**src/sv/lfr_pkg.sv**
```systemverilog
// Shared types and constants for the letter frequency ranker.
// No dependencies; every other file of the block imports this package.
`default_nettype none
package lfr_pkg;

  // Alphabet and field widths.
  localparam int NUM_LETTERS   = 26;
  localparam int LETTER_W      = 5;
  localparam int CHAR_W        = 8;
  localparam int OUT_COUNT_W   = 16;
  localparam int COUNT_W_DEF   = 16;
  localparam int FIFO_DEPTH_DEF = 4;

  // Largest count that the result field can show.
  localparam logic [31:0] OUT_COUNT_MAX = 32'h0000_FFFF;

  // Character bounds.
  localparam logic [CHAR_W-1:0] CHAR_UPPER_A = 8'h41;
  localparam logic [CHAR_W-1:0] CHAR_UPPER_Z = 8'h5A;
  localparam logic [CHAR_W-1:0] CHAR_LOWER_A = 8'h61;
  localparam logic [CHAR_W-1:0] CHAR_LOWER_Z = 8'h7A;

  // Operation codes of an input beat.
  localparam logic OP_COUNT  = 1'b0;
  localparam logic OP_REPORT = 1'b1;

  // Classified item passed from the front end through the queue.
  typedef struct packed {
    logic                report;
    logic [LETTER_W-1:0] letter;
  } lfr_item_t;

endpackage
`default_nettype wire

```
**src/sv/lfr_front.sv**
```systemverilog
// Front end: classifies each input beat into a letter increment or a report request.
// Depends on lfr_pkg. Non-letter characters are dropped here.
`default_nettype none
module lfr_front (
  input  wire logic                      operation,
  input  wire logic [lfr_pkg::CHAR_W-1:0] char_code,
  output lfr_pkg::lfr_item_t             item,
  output logic                           keep
);
  import lfr_pkg::*;

  logic is_upper;
  logic is_lower;
  logic [CHAR_W-1:0] offset;

  // Map both cases onto letter indexes 0 to 25.
  always_comb begin
    is_upper = (char_code >= CHAR_UPPER_A) && (char_code <= CHAR_UPPER_Z);
    is_lower = (char_code >= CHAR_LOWER_A) && (char_code <= CHAR_LOWER_Z);
    offset   = is_upper ? (char_code - CHAR_UPPER_A) : (char_code - CHAR_LOWER_A);
    item.report = (operation == OP_REPORT);
    item.letter = offset[LETTER_W-1:0];
    keep        = (operation == OP_REPORT) || is_upper || is_lower;
  end

endmodule
`default_nettype wire

```
**src/sv/lfr_fifo.sv**
```systemverilog
// Short queue between the front end and the counting back end.
// Depends on lfr_pkg for the item type.
`default_nettype none
module lfr_fifo #(
  parameter int DEPTH = lfr_pkg::FIFO_DEPTH_DEF
) (
  input  wire logic               clk,
  input  wire logic               rst,
  input  wire logic               push,
  input  lfr_pkg::lfr_item_t      push_item,
  output logic                    full,
  input  wire logic               pop,
  output logic                    not_empty,
  output lfr_pkg::lfr_item_t      head
);
  import lfr_pkg::*;

  localparam int PTR_W = (DEPTH > 1) ? $clog2(DEPTH) : 1;
  localparam int CNT_W = $clog2(DEPTH + 1);
  localparam logic [PTR_W-1:0] LAST_PTR = PTR_W'(DEPTH - 1);
  localparam logic [CNT_W-1:0] FULL_CNT = CNT_W'(DEPTH);

  lfr_item_t         slots [DEPTH];
  logic [PTR_W-1:0]  wr_ptr;
  logic [PTR_W-1:0]  rd_ptr;
  logic [CNT_W-1:0]  fill;

  assign full      = (fill == FULL_CNT);
  assign not_empty = (fill != '0);
  assign head      = slots[rd_ptr];

  // Storage is written at the tail; no reset is needed for payload.
  always_ff @(posedge clk) begin
    if (push) begin
      slots[wr_ptr] <= push_item;
    end
  end

  // Pointers and fill level.
  always_ff @(posedge clk) begin
    if (rst) begin
      wr_ptr <= '0;
      rd_ptr <= '0;
      fill   <= '0;
    end else begin
      if (push) begin
        wr_ptr <= (wr_ptr == LAST_PTR) ? '0 : wr_ptr + 1'b1;
      end
      if (pop) begin
        rd_ptr <= (rd_ptr == LAST_PTR) ? '0 : rd_ptr + 1'b1;
      end
      if (push && !pop) begin
        fill <= fill + 1'b1;
      end else if (pop && !push) begin
        fill <= fill - 1'b1;
      end
    end
  end

endmodule
`default_nettype wire

```
**src/sv/lfr_back.sv**
```systemverilog
// Back end: letter counters, the ranking scan and the result register.
// Depends on lfr_pkg. Each result is found by one scan over all 26 counters.
`default_nettype none
module lfr_back #(
  parameter int COUNT_WIDTH = lfr_pkg::COUNT_W_DEF
) (
  input  wire logic                          clk,
  input  wire logic                          rst,
  input  wire logic                          item_valid,
  input  lfr_pkg::lfr_item_t                 item,
  output logic                               item_pop,
  output logic                               out_valid,
  input  wire logic                          out_ready,
  output logic [lfr_pkg::LETTER_W-1:0]       letter,
  output logic [lfr_pkg::OUT_COUNT_W-1:0]    count,
  output logic                               last
);
  import lfr_pkg::*;

  typedef enum logic [2:0] {
    ST_IDLE = 3'b001,
    ST_SCAN = 3'b010,
    ST_EMIT = 3'b100
  } state_t;

  localparam logic [COUNT_WIDTH-1:0] COUNT_MAX = {COUNT_WIDTH{1'b1}};
  localparam logic [LETTER_W-1:0]    LAST_LETTER = LETTER_W'(NUM_LETTERS - 1);

  state_t                  state;
  logic [COUNT_WIDTH-1:0]  counts [NUM_LETTERS];
  logic [NUM_LETTERS-1:0]  reported;
  logic [LETTER_W-1:0]     scan_idx;
  logic [COUNT_WIDTH-1:0]  best_cnt;
  logic [LETTER_W-1:0]     best_idx;
  logic                    best_found;

  logic [LETTER_W-1:0]     rd_addr;
  logic [COUNT_WIDTH-1:0]  rd_data;
  logic                    take;
  logic                    best_cnt_en;
  logic [COUNT_WIDTH-1:0]  best_cnt_next;
  logic [LETTER_W-1:0]     best_idx_next;
  logic                    best_found_next;
  logic [NUM_LETTERS-1:0]  nonzero;
  logic [NUM_LETTERS-1:0]  best_bit;
  logic [31:0]             best_wide;

  // One shared read port: scan position while ranking, queued letter otherwise.
  assign rd_addr  = (state == ST_SCAN) ? scan_idx : item.letter;
  assign rd_data  = counts[rd_addr];
  assign item_pop = (state == ST_IDLE) && item_valid;
  assign out_valid = (state == ST_EMIT);

  // Nonzero flags of all counters, used to decide the last result.
  always_comb begin
    for (int i = 0; i < NUM_LETTERS; i++) begin
      nonzero[i] = (counts[i] != '0);
    end
  end

  // Scan step: a strictly larger unreported count wins, so ties keep the earlier letter.
  always_comb begin
    take            = !reported[scan_idx] && (rd_data > best_cnt);
    best_cnt_en     = take;
    best_cnt_next   = take ? rd_data  : best_cnt;
    best_idx_next   = take ? scan_idx : best_idx;
    best_found_next = take || best_found;
    best_bit        = NUM_LETTERS'(1) << best_idx_next;
    best_wide       = 32'(best_cnt_next);
  end

  // Counters: increment with saturation, cleared after the last beat of a report.
  always_ff @(posedge clk) begin
    if (rst) begin
      for (int i = 0; i < NUM_LETTERS; i++) begin
        counts[i] <= '0;
      end
    end else if (state == ST_EMIT && out_ready && last) begin
      for (int i = 0; i < NUM_LETTERS; i++) begin
        counts[i] <= '0;
      end
    end else if (item_pop && !item.report && rd_data != COUNT_MAX) begin
      counts[item.letter] <= rd_data + 1'b1;
    end
  end

  // Ranking sequencer.
  always_ff @(posedge clk) begin
    if (rst) begin
      state      <= ST_IDLE;
      reported   <= '0;
      scan_idx   <= '0;
      best_cnt   <= '0;
      best_idx   <= '0;
      best_found <= 1'b0;
    end else begin
      case (state)
        ST_IDLE: begin
          if (item_pop && item.report) begin
            state      <= ST_SCAN;
            reported   <= '0;
            scan_idx   <= '0;
            best_cnt   <= '0;
            best_idx   <= '0;
            best_found <= 1'b0;
          end
        end
        ST_SCAN: begin
          if (best_cnt_en) begin
            best_cnt <= best_cnt_next;
            best_idx <= best_idx_next;
          end
          best_found <= best_found_next;
          if (scan_idx == LAST_LETTER) begin
            state <= ST_EMIT;
            if (best_found_next) begin
              reported <= reported | best_bit;
            end
          end else begin
            scan_idx <= scan_idx + 1'b1;
          end
        end
        ST_EMIT: begin
          if (out_ready) begin
            if (last) begin
              state    <= ST_IDLE;
              reported <= '0;
            end else begin
              state      <= ST_SCAN;
              scan_idx   <= '0;
              best_cnt   <= '0;
              best_idx   <= '0;
              best_found <= 1'b0;
            end
          end
        end
        default: begin
          state <= ST_IDLE;
        end
      endcase
    end
  end

  // Result register, loaded as a scan finishes; an empty report gives letter A, count 0.
  always_ff @(posedge clk) begin
    if (state == ST_SCAN && scan_idx == LAST_LETTER) begin
      if (best_found_next) begin
        letter <= best_idx_next;
        count  <= (best_wide > OUT_COUNT_MAX) ? OUT_COUNT_MAX[OUT_COUNT_W-1:0]
                                              : best_wide[OUT_COUNT_W-1:0];
        last   <= ((nonzero & ~reported & ~best_bit) == '0);
      end else begin
        letter <= '0;
        count  <= '0;
        last   <= 1'b1;
      end
    end
  end

endmodule
`default_nettype wire

```
**src/sv/letter_frequency_ranker.sv**
```systemverilog
// Letter frequency ranker: top level joining front end, queue and back end.
// Depends on lfr_pkg, lfr_front, lfr_fifo and lfr_back.
//
// Usage: input beats carry operation and char_code on a valid/ready channel.
// A count beat (operation 0) adds one to the counter of its letter, either case;
// other bytes are dropped. A report beat (operation 1) yields one output beat per
// letter with a nonzero count, largest count first, equal counts alphabetically,
// with last set on the final beat; then all counters clear. With no letters seen
// the report yields one beat: letter 0, count 0, last set.
// Throughput: the back end retires one count beat per cycle from the queue while no
// report is being ranked. Each report result takes one scan of all 26 counters and
// then waits in the result register until the receiver takes it.
// The input stays ready while the queue (FIFO_DEPTH entries) has room, also while
// a result waits; when the receiver stalls the result holds and the queue fills.
// Reset: synchronous, clears counters, queue and sequencer; no clearing pass.
`default_nettype none
module letter_frequency_ranker #(
  parameter int COUNT_WIDTH = lfr_pkg::COUNT_W_DEF,
  parameter int FIFO_DEPTH  = lfr_pkg::FIFO_DEPTH_DEF
) (
  input  wire logic                          clk,
  input  wire logic                          rst,
  input  wire logic                          in_valid,
  output logic                               in_ready,
  input  wire logic                          operation,
  input  wire logic [lfr_pkg::CHAR_W-1:0]    char_code,
  output logic                               out_valid,
  input  wire logic                          out_ready,
  output logic [lfr_pkg::LETTER_W-1:0]       letter,
  output logic [lfr_pkg::OUT_COUNT_W-1:0]    count,
  output logic                               last
);
  import lfr_pkg::*;

  lfr_item_t front_item;
  lfr_item_t head_item;
  logic      keep;
  logic      fifo_full;
  logic      fifo_not_empty;
  logic      fifo_pop;

  assign in_ready = !fifo_full;

  // Classify the incoming beat.
  lfr_front u_front (
    .operation (operation),
    .char_code (char_code),
    .item      (front_item),
    .keep      (keep)
  );

  // Queue between classification and counting.
  lfr_fifo #(
    .DEPTH (FIFO_DEPTH)
  ) u_fifo (
    .clk       (clk),
    .rst       (rst),
    .push      (in_valid && in_ready && keep),
    .push_item (front_item),
    .full      (fifo_full),
    .pop       (fifo_pop),
    .not_empty (fifo_not_empty),
    .head      (head_item)
  );

  // Counting and ranking.
  lfr_back #(
    .COUNT_WIDTH (COUNT_WIDTH)
  ) u_back (
    .clk        (clk),
    .rst        (rst),
    .item_valid (fifo_not_empty),
    .item       (head_item),
    .item_pop   (fifo_pop),
    .out_valid  (out_valid),
    .out_ready  (out_ready),
    .letter     (letter),
    .count      (count),
    .last       (last)
  );

`ifndef SYNTH
  // Only the final beat of a report may carry a zero count.
  a_zero_only_last: assert property (@(posedge clk) disable iff (rst)
    (out_valid && count == '0) |-> last)
    else $error("zero count on a beat that is not last");

  // The empty report names letter A.
  a_empty_letter: assert property (@(posedge clk) disable iff (rst)
    (out_valid && count == '0) |-> (letter == '0))
    else $error("empty report with nonzero letter");

  // After the last beat the sequencer returns to idle, so no beat follows at once.
  a_gap_after_last: assert property (@(posedge clk) disable iff (rst)
    (out_valid && out_ready && last) |=> !out_valid)
    else $error("result presented right after the last beat");
`endif

endmodule
`default_nettype wire

```
**config.mk**
```make
export PLATFORM = sky130hd
export DESIGN_NAME = letter_frequency_ranker
export DESIGN_NICKNAME = d
export VERILOG_FILES = /design/src/sv/lfr_pkg.sv /design/src/sv/lfr_front.sv /design/src/sv/lfr_fifo.sv /design/src/sv/lfr_back.sv /design/src/sv/letter_frequency_ranker.sv
export SDC_FILE = /design/constraint.sdc
export NUM_CORES = 1
export LEC_CHECK = 0
export ABC_AREA = 0
export BUFFER_PORTS_ARGS = -buffer_cell sky130_fd_sc_hd__buf_2
export CAP_MARGIN = 0
export CELL_PAD_IN_SITES_DETAIL_PLACEMENT = 0
export CELL_PAD_IN_SITES_GLOBAL_PLACEMENT = 1
export CORE_ASPECT_RATIO = 1.25
export CORE_MARGIN = 4
export CORE_UTILIZATION = 28
export CTS_BUF_LIST = sky130_fd_sc_hd__clkbuf_16
export DETAILED_ROUTE_END_ITERATION = 12
export PLACE_DENSITY_LB_ADDON = 0.1
export REMOVE_ABC_BUFFERS = 1
export SETUP_SLACK_MARGIN = 0.05
export SYNTH_ARGS = -nofsm -noshare
export SYNTH_HDL_FRONTEND = slang
export SYNTH_HIERARCHICAL = 1
export SYNTH_SLANG_ARGS = --single-unit
```
**constraint.sdc**
```tcl
create_clock -name clk -period 16.7 [get_ports clk]
set_clock_uncertainty 0.15 [all_clocks]
set_input_delay 0 -clock clk [delete_from_list [all_inputs] [get_ports clk]]
set_output_delay 0 -clock clk [all_outputs]
set_load 0.005 [all_outputs]
```
**Word-level counts from Yosys, hierarchy flattened**

Memory sizes are Yosys's and may differ from the RTL's. A register that Yosys moved wholly into a read port is not among the register bits.
Index checks and enable logic that the tools add are counted.
Widths: inputs -> output; s select.

- Flip-flop bits (word level): 85
- Latch bits: 0
- Memory bits (writable): 440
- Bits in read-only memories: 0
- Output and inout port bits: 24
- Logic and storage cells: 215
- Memories: 2

Memory list:

| memory | words | bits a word | rd ports | clocked after Yosys merged registers in | wr ports | RTL line | text |
|---|---|---|---|---|---|---|---|
| u_back.counts | 26 | 16 | 27 | 0 | 26 | lfr_back.sv:30 | `logic [COUNT_WIDTH-1:0] counts [NUM_LETTERS];` |
| u_fifo.slots | 4 | 6 | 1 | 1 | 1 | lfr_fifo.sv:23 | `lfr_item_t slots [DEPTH];` |

- $add $sub $neg: 8
- Multipliers: 0
- Divide/modulo/power cells: 0
- Magnitude comparators: 7
- Equal/unequal tests: 16
- Shift operators: 1
- Multiplexer cells: 80
- Bitwise gates (word level): 31
- Reduce and logical (&&, ||, !) cells: 58

Operator list:

| cell | count |
|---|---|
| $mux 16 | 33 |
| $reduce_bool 16->1 | 26 |
| $mux 26 | 5 |
| $pmux 26 s3 | 1 |
| $and 26x26->26 | 2 |
| $not 26->26 | 2 |
| $pmux 16 s3 | 1 |
| $mux 5 | 9 |
| $pmux 5 s3 | 2 |
| $logic_not 26->1 | 1 |
| $or 1x1->1 | 26 |
| $or 26x26->26 | 1 |
| $shl 1x5->26 const A | 1 |
| $add 16x1->16 const B | 1 |
| $ge 8x7->1 const B | 2 |
| $gt 16x16->1 | 1 |
| $gt 16x16->1 const B | 1 |
| $le 8x7->1 const B | 2 |
| $mux 1 | 16 |
| $ne 16x16->1 const B | 1 |
| $reduce_or 16->1 | 1 |
| $mux 3 | 5 |
| $logic_and 1x1->1 | 14 |
| $mux 2 | 5 |
| other kinds (24) | 42 |

**Longest topological paths before layout**

Gate-level depths: netlist of the first run.
An unclocked memory read counts as a cell.

- Depth in word-level cells: 11
- Depth in mapped cells: 28

**Hierarchy**

Netlist of the first run, hierarchy kept.

Modules (own cells, without submodules):

| module | instances | cells each | area each (um^2) | sequential area each (um^2) |
|---|---|---|---|---|
| lfr_back | 1 | 2459 | 28791.4 | 17156.5 |
| lfr_fifo | 1 | 76 | 1311.3 | 900.9 |
| lfr_front | 1 | 21 | 148.9 | 0.0 |
| letter_frequency_ranker | 1 | 2 | 12.5 | 0.0 |

**Worst setup path after synthesis of the first run**

No wires, ideal clock.

- Path kind: register to register
- From: register (tool-made name)
- To: memory u_back/counts[30][0] (netlist name) (enable)
- Library setup time: 0.430 ns
- Arrival: 5.411 ns
- Required time: 16.120 ns
- Path slack: 10.709 ns
- Stages on the path, launching flop included: 22
- Clock period less this slack: 5.991 ns
- Cell sequence: dfxtp_1 > buf_6 > mux4_2 > clkbuf_1 > a21o_1 > buf_6 > buf_6 > buf_6 > buf_6 > buf_4 > buf_4 > a211oi_1 > a311o_1 > o211a_1 > nand4_2 > buf_1 > ha_1 > nand4_2 > nor4_4 > buf_4 > buf_6 > nor4_1

RTL lines:

| what | RTL line |
|---|---|
| end, declared | lfr_back.sv:30 |

==> results of run 1 <==
cells by family (layout without fill, tap and decap cells):
family	after synthesis	count (layout)	synth area share
xor+xnor	18	18	0.006450
simple gates	1060	1060	0.1703
buf+inv	280	324	0.04854
flops	623	623	0.5967
compound gates	304	304	0.07223
mux	244	244	0.09356
fa+ha+maj	29	29	0.01224
other cells	0	1	0
report_power, final:
group	switching, W	internal (W)
clock network	0.000667	0.000965
registers	0.0000539	0.00189
logic	0.00218	0.000632
total	0.00290	0.00348
layout by cell type, fill, tap and decap left out, types with 11 or more instances in the layout:
| master | Yosys | final |
|---|---|---|
| mux4_2 | 27 | 27 |
| nand3_1 | 67 | 67 |
| ha_1 | 28 | 28 |
| nor2b_1 | 11 | 11 |
| nor3_1 | 48 | 48 |
| dfxtp_1 | 65 | 65 |
| mux2i_1 | 199 | 199 |
| edfxtp_1 | 558 | 558 |
| mux2_2 | 14 | 14 |
| bufinv_16 | 0 | 12 |
| dlygate4sd3_1 | 0 | 12 |
| a211oi_1 | 73 | 73 |
| nor3b_1 | 12 | 12 |
| a21oi_1 | 54 | 54 |
| clkinv_1 | 1 | 14 |
| buf_2 | 70 | 36 |
| a22oi_1 | 45 | 45 |
| buf_4 | 18 | 67 |
| nand4b_1 | 13 | 13 |
| clkinv_2 | 0 | 12 |
| nor4_1 | 121 | 115 |
| o21ai_0 | 33 | 32 |
| a41oi_1 | 24 | 24 |
| nand2_1 | 220 | 220 |
| clkbuf_16 | 0 | 71 |
| nand4_1 | 16 | 16 |
| nor2_1 | 416 | 415 |
| nor2_2 | 63 | 64 |
| inv_1 | 79 | 87 |
state kept, by name, indices dropped and copies added (netlist names), named ones only:
register and count:
u_back/best_found 1, u_back/last 1, u_fifo/fill 3, u_fifo/rd_ptr 2
u_back/reported 26, u_back/counts 512, u_back/letter 5, u_back/scan_idx 5
u_back/best_cnt 16, u_back/state 3, u_fifo/wr_ptr 2, u_back/count 16
u_fifo/slots 24, u_back/best_idx 5
metrics by stage:
step	instance area, µm²	setup slack [ns]	util
after detailed placement	31820	7.898	0.2975
after floorplan	29100	3.453	-
after global routing	34330	7.415	0.3210
final	34340	7.804	0.3210
after global placement	31820	7.924	0.2975
after CTS	34330	7.852	0.3210
per-layer routing:
layer | wire length, µm | global-route usage | vias to the layer above
li1 | - | - | 9499
met5 | 19 | 0 | -
met3 | 4729 | 0.02605 | 163
met2 | 62050 | 0.3773 | 529
met1 | 48680 | 0.2537 | 10970
met4 | 4180 | 0.07412 | 2
repair_timing:
action / CTS / global route
endpoints found under the setup margin: 0 / 0
hold buffers: 12 / 0
endpoints found under the hold margin: 64 / 0
critical path: stages, from the launching register on:
cell and delay (ns):
dfxtp_1 0.56, mux4_2 0.61, a21oi_4 0.89, buf_4 0.75
buf_4 0.65, mux2i_1 0.30, mux2i_1 0.14, a22oi_1 0.53
nand4_2 0.60, inv_1 0.44, ha_1 0.22, nor2b_1 0.05
o211ai_1 0.17, a2111oi_0 0.15, or4b_2 0.68, and3_2 0.50
or3_1 0.47, a21oi_1 0.59, a21oi_1 0.17, nor2_1 0.11
how the worst max path moves through the flow:
stage | endpoint | slack, ns | cells past startpoint
final | u_back/reported[5] | 7.80 | 19
after global routing | u_back/reported[2] | 7.41 | 17
after CTS | u_back/counts[24][13] | 7.85 | 12
after detailed placement | u_back/counts[24][0] | 7.90 | 12
after global placement | u_back/counts[0][11] | 7.92 | 13
after floorplan | u_back/best_cnt[0] | 3.45 | 15
area by class of cell:
class | count | area (µm²) | share of cell area
Multi-Input combinational cell | 1655 | 10970 | 0.3196
Clock buffer | 71 | 1777 | 0.05174
Inverter | 81 | 304.0 | 0.008855
Tap cell | 1428 | 1787 | 0.05203
Antenna cell | 1 | 2.502 | 0.00007288
Timing Repair Buffer | 116 | 823.3 | 0.02398
Sequential cell | 623 | 18060 | 0.5259
Clock inverter | 56 | 613.1 | 0.01786
==> key figures, run 1 <==
Status
  • Status: finished, final reports clean

Hold path
  • Hold path endpoint: u_fifo/wr_ptr[0]
  • Hold_sp: char_code[7]
  • Hold-critical path depth: 7
  • Hold Path Class: in2reg

Floorplanning
  • I/O pin count: 37
  • Die Y: 375.6 µm
  • Die X: 302.1 µm
  • Core Area: 107000 µm²
  • Row cnt: 134
  • Die Footprint: 113400 µm²
  • Starting Density: 0.2829

Synth
  • Top FF cell, synth: edfxtp_1
  • Number of flops mapped to enable cells by yosys: 558
  • Syn Std Cell Area: 30260 µm²
  • Synthesized netlist cell count: 2558
  • Post-synth cell types: 82
  • Share of the yosys chip area belonging to registers: 0.5967
  • YS warnings: 6
  • Post-synth top cells: edfxtp_1 (558), nor2_1 (416), nand2_1 (220)
  • Count leader, synth: edfxtp_1
  • Synth top area cells: edfxtp_1 (55%), mux2i_1 (6.6%), nor2_1 (5.2%)
  • Fraction of registers with async set/reset: 0
  • Yosys top cell by area: edfxtp_1
  • Seq cells post-synth: 623
  • Mean Syn Cell Area: 11.83 µm²
  • Share of the synthesized area in the top cell type: 0.5537

Pwr
  • Pleak: 12.14 nW
  • PD cells: 185.8 nW/µm²
  • Peak VDD IR: 0.1677 mV
  • Total power: 0.006381 W

Critical path
  • Worst reg2reg path depth: 19
  • Worst-path fanout max: 52
  • Reg-to-reg endpoint: u_back/reported[5]
  • WP data required: 17.13 ns
  • Crit path launch type: flop
  • Critical path class: reg2reg
  • Worst Path Arrival: 9.33 ns
  • Reg-to-reg setup timing slack: 7.80 ns
  • CP Capture Type: flop

STA
  • Setup TNS: 0 ns
  • Final setup vio count: 0
  • Final hold violations: 0
  • RSZ-0062 raised after global routing: false
  • Fin crit period: 8.896 ns
  • Fmax: 112.4 MHz
  • Slew margin rel.: 0.2138
  • Worst hold margin: 0.07631 ns
  • Worst Tran Pin Value: 1.179 ns
  • Max-slew violations: 0
  • Final cycle utilization of the critical path: 0.5327

Clocking
  • CTS buffer count: 71
  • Clk buf depth: 3
  • Post-CTS setup buffers: 0
  • Clock slew at reported path FFs: 0.06 ns
  • CTS sink cnt: 623
  • Clock root cell: clkbuf_16
  • H-Tree Depth: 3
  • Worst skew pair latency: 0.67 ns
  • PostCTS Resize Cnt: 0
  • CTS tree: yes

Place
  • Placed insts: 3891
  • Detailed placement HPWL: 84350 µm
  • IO Port Bufs: 36
  • Final Wtd Congestion: 0.8808

Routing
  • Via Count: 21.16k
  • Wire length after detailed routing: 119700 µm
  • Post-detailed-route count of antenna-violating nets: 0
  • Router iterations before antenna repair: 6
  • Routed len/inst: 29.68 µm
  • Average vias per placed instance: 5.249
  • # DRC: 0
  • Detailed Route Iter0 Violations: 1666

Global route
  • Antenna violations before repair: 1
  • Largest net degree at the start of global routing: 115
  • Vias in the first global route: 21.48k
  • GR Overflow Total: 0
  • First-pass GRT wire length: 167000 µm
  • Total track usage: 0.2086

Final layout
  • Total Nets Final: 2590
  • Layout cells sized above 1: 0.1434
  • Final cell count without fillers: 4031
  • Fillcell total: 10.85k
  • Area growth from synthesis to layout: 13.46%

Run
  • Maxcap violations: 0
(Power assumes the default switching activity.)
==> inputs of run 2 (changes only) <==
- clock period: 16.7 -> 8.1 ns (I/O delays scaled with it)
==> run 2 against run 1 <==
Compared with the run above:
- register-to-register slack worse by 7.0 ns
- non-clock buffer count is 41 higher
- global-route usage rose by 0.62 points
- die area stayed put
- worst setup slack worse by 7.0 ns
- flip-flop and latch count stayed put
- largest cell class unchanged
- highest routed layer unchanged
==> key figures, run 2 (synthesis gave the netlist of run 1 again) <==
Final layout
  • Register area: 18060 µm²
  • Final cell count without fillers: 4075
  • Most flop-heavy register: u_back/counts
  • Layout cells sized above 1: 0.1546
  • Max FFs per register: 512
  • Fillcell total: 10.89k
  • Multi-input gate area: 10980 µm²
  • Total Nets Final: 2631
  • Most common cell after layout, fill and taps aside: edfxtp_1
  • Area growth from synthesis to layout: 14.45%
  • Regs by FF count: u_back/counts (512), u_back/reported (26), u_fifo/slots (24)
  • Commonest cells after routing, fill and taps aside: edfxtp_1 (558), nor2_1 (416), nand2_1 (220)

Place
  • Final Wtd Congestion: 0.8735
  • Placed insts: 3932
  • Detailed placement HPWL: 87490 µm
  • IO Port Bufs: 36

Floorplanning
  • Die X: 302.1 µm
  • Starting Density: 0.2829
  • Row cnt: 134
  • Core Area: 107000 µm²
  • Die Y: 375.6 µm
  • I/O pin count: 37
  • Die Footprint: 113400 µm²

STA
  • Setup TNS: 0 ns
  • Fin crit period: 7.265 ns
  • Fmax: 137.6 MHz
  • Max-slew violations: 0
  • Final cycle utilization of the critical path: 0.8969
  • Final setup vio count: 0
  • RSZ-0062 raised after global routing: false
  • Slew margin rel.: 0.1394
  • Worst Tran Pin Value: 1.287 ns
  • Final hold violations: 0

Routing
  • Wire length after detailed routing: 122600 µm
  • Detailed Route Iter0 Violations: 1899
  • Routed len/inst: 30.09 µm
  • Post-detailed-route count of antenna-violating nets: 0
  • Via Count: 21.71k
  • Average vias per placed instance: 5.327
  • # DRC: 0
  • Router iterations before antenna repair: 7

Clocking
  • Post-CTS setup buffers: 0
  • Clk buf depth: 3
  • Worst skew pair latency: 0.66 ns
  • H-Tree Depth: 3
  • Clock root cell: clkbuf_16
  • CTS sink cnt: 623
  • PostCTS Resize Cnt: 0
  • CTS buffer count: 71
  • Clock slew at reported path FFs: 0.06 ns
  • CTS tree: yes

Pwr
  • PD cells: 384.2 nW/µm²
  • Pleak: 12.36 nW
  • Total power: 0.01331 W
  • Peak VDD IR: 0.3007 mV

Critical path
  • Reg-to-reg setup timing slack: 0.83 ns
  • Worst-path fanout max: 51
  • Worst r2r src: u_back/state[2]
  • Worst Path Arrival: 7.61 ns
  • Largest stage delay, worst path: 0.70 ns
  • Reg-to-reg endpoint: u_back/reported[12]
  • Crit path launch type: flop
  • Crit path top cell by count: buf_4
  • CP Capture Type: flop
  • WP data required: 8.45 ns
  • Critical path class: reg2reg
  • CP cell instances: or3b_4 > buf_12 > mux2i_4 > nand3_1 > buf_4 > a211o_1 > o211ai_1 > nand4b_2 > buf_4 > ha_1 > nor2b_1 > o211ai_1 > a2111oi_0 > or4b_2 > and3_2 > buf_4 > o31ai_1 > nor2_1 > a21oi_1 > nor2_1
  • Worst path slowest cell: or4b_2
  • Worst reg2reg path depth: 20

Global route
  • Vias in the first global route: 22.04k
  • GR Overflow Total: 0
  • Antenna violations before repair: 5
  • Largest net degree at the start of global routing: 65
  • First-pass GRT wire length: 173400 µm
  • Total track usage: 0.2147

Hold path
  • Hold Path Class: in2reg
  • Hold-critical path depth: 7
  • Hold_sp: char_code[7]
  • Hold path endpoint: u_fifo/wr_ptr[0]

Status
  • Status: finished, final reports clean

Run
  • Maxcap violations: 0
## run 2: worst max-delay path by stage
stage	from	to	slack [ns]	depth (start not counted)
after detailed placement	flop	u_back/reported[16]	0.84	19
after floorplan	u_back/scan_idx[0]	u_back/best_cnt[0]	-5.15	15
after global placement	u_back/state[2]	u_back/reported[16]	0.86	20
after CTS	flop	u_back/reported[16]	0.85	19
final	u_back/state[2]	u_back/reported[12]	0.83	20
after global routing	u_back/state[2]	u_back/reported[20]	0.52	20
## run 2: timing repair
| action | CTS | global route |
|---|---|---|
| hold buffers | 12 | 0 |
| hold endpoints to repair | 66 | 0 |
| endpoints found under the setup margin | 0 | 0 |
## run 2: worst max-delay path: cells and delay by family, from the launching register on
kind,cells,cell delay [ns]
multiplexers,1,0.57
buffers and inverters,4,1.15
adder cells (fa/ha/maj),1,0.25
AO/OA/AOI/OAI,6,1.83
AND/OR/NAND/NOR,8,2.62
flip-flops,1,0.52
## run 2: per-stage QoR
stage          instance area, µm²  hold slack [ns]  setup WS [ns]  utilization
6_report                    34640          0.07814         0.8348       0.3238
2_1_floorplan               29100         -0.08093         -5.147            -
3_5_place_dp                32190           0.1417         0.8448       0.3009
3_3_place_gp                32190           0.1352         0.8636       0.3009
5_1_grt                     34630           0.1231         0.5196       0.3238
4_1_cts                     34630          0.02717         0.8450       0.3238
## run 2: layout make-up
class / instances / area share
Clock inverter: 56 / 0.01365
Timing Repair Buffer: 157 / 0.03410
Sequential cell: 623 / 0.5213
Antenna cell: 1 / 0.00007225
Inverter: 81 / 0.008778
Clock buffer: 74 / 0.05346
Tap cell: 1428 / 0.05158
Multi-Input combinational cell: 1655 / 0.3170
## run 2: layer usage
layer / track usage / share of wire / vias to the layer above
met5: 0 / 0.00011 / -
met4: 0.07699 / 0.033 / 2
met3: 0.02992 / 0.050 / 158
met2: 0.3723 / 0.50 / 690
met1: 0.2728 / 0.41 / 11290
li1: - / - / 9574
## run 2: where the power goes
group | switching, W | internal (W) | leakage [nW]
clock network | 0.00137 | 0.00191 | 1.20
registers | 0.000123 | 0.00389 | 6.11
logic | 0.00457 | 0.00144 | 5.04
total | 0.00607 | 0.00724 | 12.4
==> inputs of run 3 (changes only) <==
- ABC_AREA: 0 -> 1
- CORE_MARGIN: 4 -> 3
- REMOVE_ABC_BUFFERS: 1 -> default
==> run 3 against run 2 <==
Compared with the run above:
- worst hold slack better by 0.061 ns
- sequential share of layout area down 0.71 points
- final area up 1.4%
- global-route usage down 1.3 points
- maximum frequency up 2.7%
- routed wire length down 4.0%
- flip-flop and latch count unchanged
- utilization down 0.20 points
- critical path depth up 11
- final cell count up 16%
- non-clock buffer count down 4
- synthesized cell count up 26%
- critical path type unchanged
- largest cell class unchanged
==> key figures, run 3 <==
Final layout
  • Max FFs per register: 512
  • Regs by FF count: u_back/counts (512), u_back/reported (26), u_fifo/slots (24)
  • Commonest cells after routing, fill and taps aside: nand2_1 (687), edfxtp_1 (558), nor2_1 (501)
  • Total Nets Final: 3291
  • Most common cell after layout, fill and taps aside: nand2_1
  • Most flop-heavy register: u_back/counts
  • Fin util: 0.3218
  • Area growth from synthesis to layout: 13.24%
  • Layout cells sized above 1: 0.1086

Synth
  • Synthesized netlist cell count: 3229
  • Compound-Gate Fraction of Synth Area: 0.05875
  • Yosys top cell by area: edfxtp_1
  • Share of the synthesized area in the top cell type: 0.5404
  • Post-synth top cells: nand2_1 (688), edfxtp_1 (558), nor2_1 (506)
  • Number of flops mapped to enable cells by yosys: 558
  • Count leader, synth: nand2_1
  • Fraction of registers with async set/reset: 0
  • Mean Syn Cell Area: 9.603 µm²
  • YS warnings: 6
  • Synth Area in Adders: 0.01194
  • Mux cell area share after synthesis: 0
  • Post-synthesis net count: 3271
  • Synth top area cells: edfxtp_1 (54%), nand2_1 (8.3%), nand3_1 (6.6%)
  • Synth Area in XOR/XNOR: 0.004681
  • Syn Std Cell Area: 31010 µm²
  • Top FF cell, synth: edfxtp_1
  • Share of the yosys chip area belonging to registers: 0.5824
  • Largest family of logic cells by synthesized area: simple AND/OR/NAND/NOR gates
  • Seq cells post-synth: 623
  • Simple-gate share of the synthesized area: 0.2690
  • Post-synth cell types: 50

Critical path
  • Worst path slowest cell: a21oi_2
  • Worst Path Arrival: 7.42 ns
  • Largest stage delay, worst path: 0.72 ns
  • Worst-path fanout max: 92
  • CP Capture Type: flop
  • WP data required: 8.45 ns
  • Critical path class: reg2reg
  • Crit path top cell by count: nand2_1
  • Crit path launch type: flop

Routing
  • Detailed Route Iter0 Violations: 1938
  • Router iterations before antenna repair: 6
  • # DRC: 0
  • Average vias per placed instance: 5.048
  • Routed len/inst: 24.81 µm
  • Via Count: 23.95k
  • Wire length after detailed routing: 117700 µm
  • Post-detailed-route count of antenna-violating nets: 0

Clocking
  • CTS sink cnt: 623
  • Clock root cell: clkbuf_16
  • Worst skew pair latency: 0.65 ns
  • H-Tree Depth: 3
  • Clock slew at reported path FFs: 0.06 ns
  • CTS tree: yes
  • Clk buf depth: 3
  • CTS buffer count: 70
  • Post-CTS setup buffers: 0

Global route
  • Grt met2 use: 0.3625
  • GR Overflow Total: 0
  • Largest net degree at the start of global routing: 93
  • Total track usage: 0.2022
  • Met1 GRT Util: 0.2539
  • Met3 GRT Util: 0.01728
  • Antenna violations before repair: 2
  • Vias in the first global route: 23.92k
  • First-pass GRT wire length: 169700 µm
  • Busiest grt layer: met2

Floorplanning
  • Die Footprint: 114800 µm²
  • Die Y: 378.1 µm
  • I/O pin count: 37
  • Row cnt: 135
  • Starting Density: 0.2842
  • Die X: 303.6 µm
  • Core Area: 109100 µm²

STA
  • Worst hold margin: 0.1394 ns
  • Final hold violations: 0
  • Final cycle utilization of the critical path: 0.8732
  • Slew margin rel.: 0.1372
  • Max-slew violations: 0
  • Setup TNS: 0 ns
  • Worst Tran Pin Value: 1.277 ns
  • Fin crit period: 7.073 ns
  • RSZ-0062 raised after global routing: false
  • Final setup vio count: 0
  • Fmax: 141.4 MHz
  • Setup WS post-layout: 1.027 ns

Hold path
  • Hold_sp: out_ready
  • Hold Path Class: in2reg

Run
  • Maxcap violations: 0

Place
  • Detailed placement HPWL: 83150 µm
  • Setup WS pre-CTS: 1.134 ns
  • Final Wtd Congestion: 0.8633
  • IO Port Bufs: 36

Status
  • Status: finished, final reports clean
==> run 3: cell types whose count changed after synthesis, sizes merged, moves of 51 or more <==
cell    before  now
a211oi      73    1
inv         80  238
mux2i      202    0
nand2      220  699
nand3       68  414
nor2       479  530
o211ai       6   80
o21ai       34   87
==> run 3: worst paths after layout <==
kind | to | slack, ns | cells after the start
worst max-delay path | u_back/last | 1.03 | 31
worst min-delay path | u_back/state[0] | 0.14 | 6
worst max register to register | u_back/last | 1.03 | 31
worst min register to register | u_back/best_cnt[11] | 0.31 | 2
==> run 3: timing repair <==
item                                   4_1_cts  5_1_grt
hold buffers                                15        0
endpoints found under the hold margin       81        0
gates resized for setup                      0        0
==> run 3: layer usage <==
layer  vias up  part of all wire
met5         -           0.00011
met4         2             0.033
met3       149             0.033
met2       574              0.51
met1     12030              0.43
li1      11190                 -
==> run 3: area by class of cell <==
| cell class | instances | area, µm² |
|---|---|---|
| inverter | 243 | 914.6 |
| timing repair buffer | 153 | 1196 |
| antenna | 1 | 2.502 |
| clock inverter | 55 | 504.2 |
| multi-input combinational | 2158 | 10810 |
| clock buffer | 73 | 1827 |
| fill | 11400 | 74000 |
| sequential | 623 | 18060 |
| tap | 1438 | 1799 |
==> run 3: cell families after synthesis <==
kind of cell,Yosys count
xor gates and xnor gates,11
AOI/OAI and AO/OA,283
adders and majority gates,29
buffers and inverters,448
DFF,623
and+or+nand+nor,1835
==> run 3: critical path, delay by kind of cell (launching register included) <==
family / cells / cell delay (ns)
buffers and inverters: 5 / 1.13
AND/OR/NAND/NOR: 19 / 2.75
adder cells (fa/ha/maj): 1 / 0.22
AO/OA/AOI/OAI: 6 / 1.97
flip-flops: 1 / 0.56
==> run 3: metrics by stage <==
stage,cell area [µm²],instances
after CTS,35110,4743
after floorplan,31010,3229
final,35110,4744
after detailed placement,32630,4600
after global routing,35110,4743
after global placement,32630,4600
Power of run 3 is left out: the tool's default activity adds up to more than one toggle a clock period on the data nets, which glitch-free logic cannot reach.
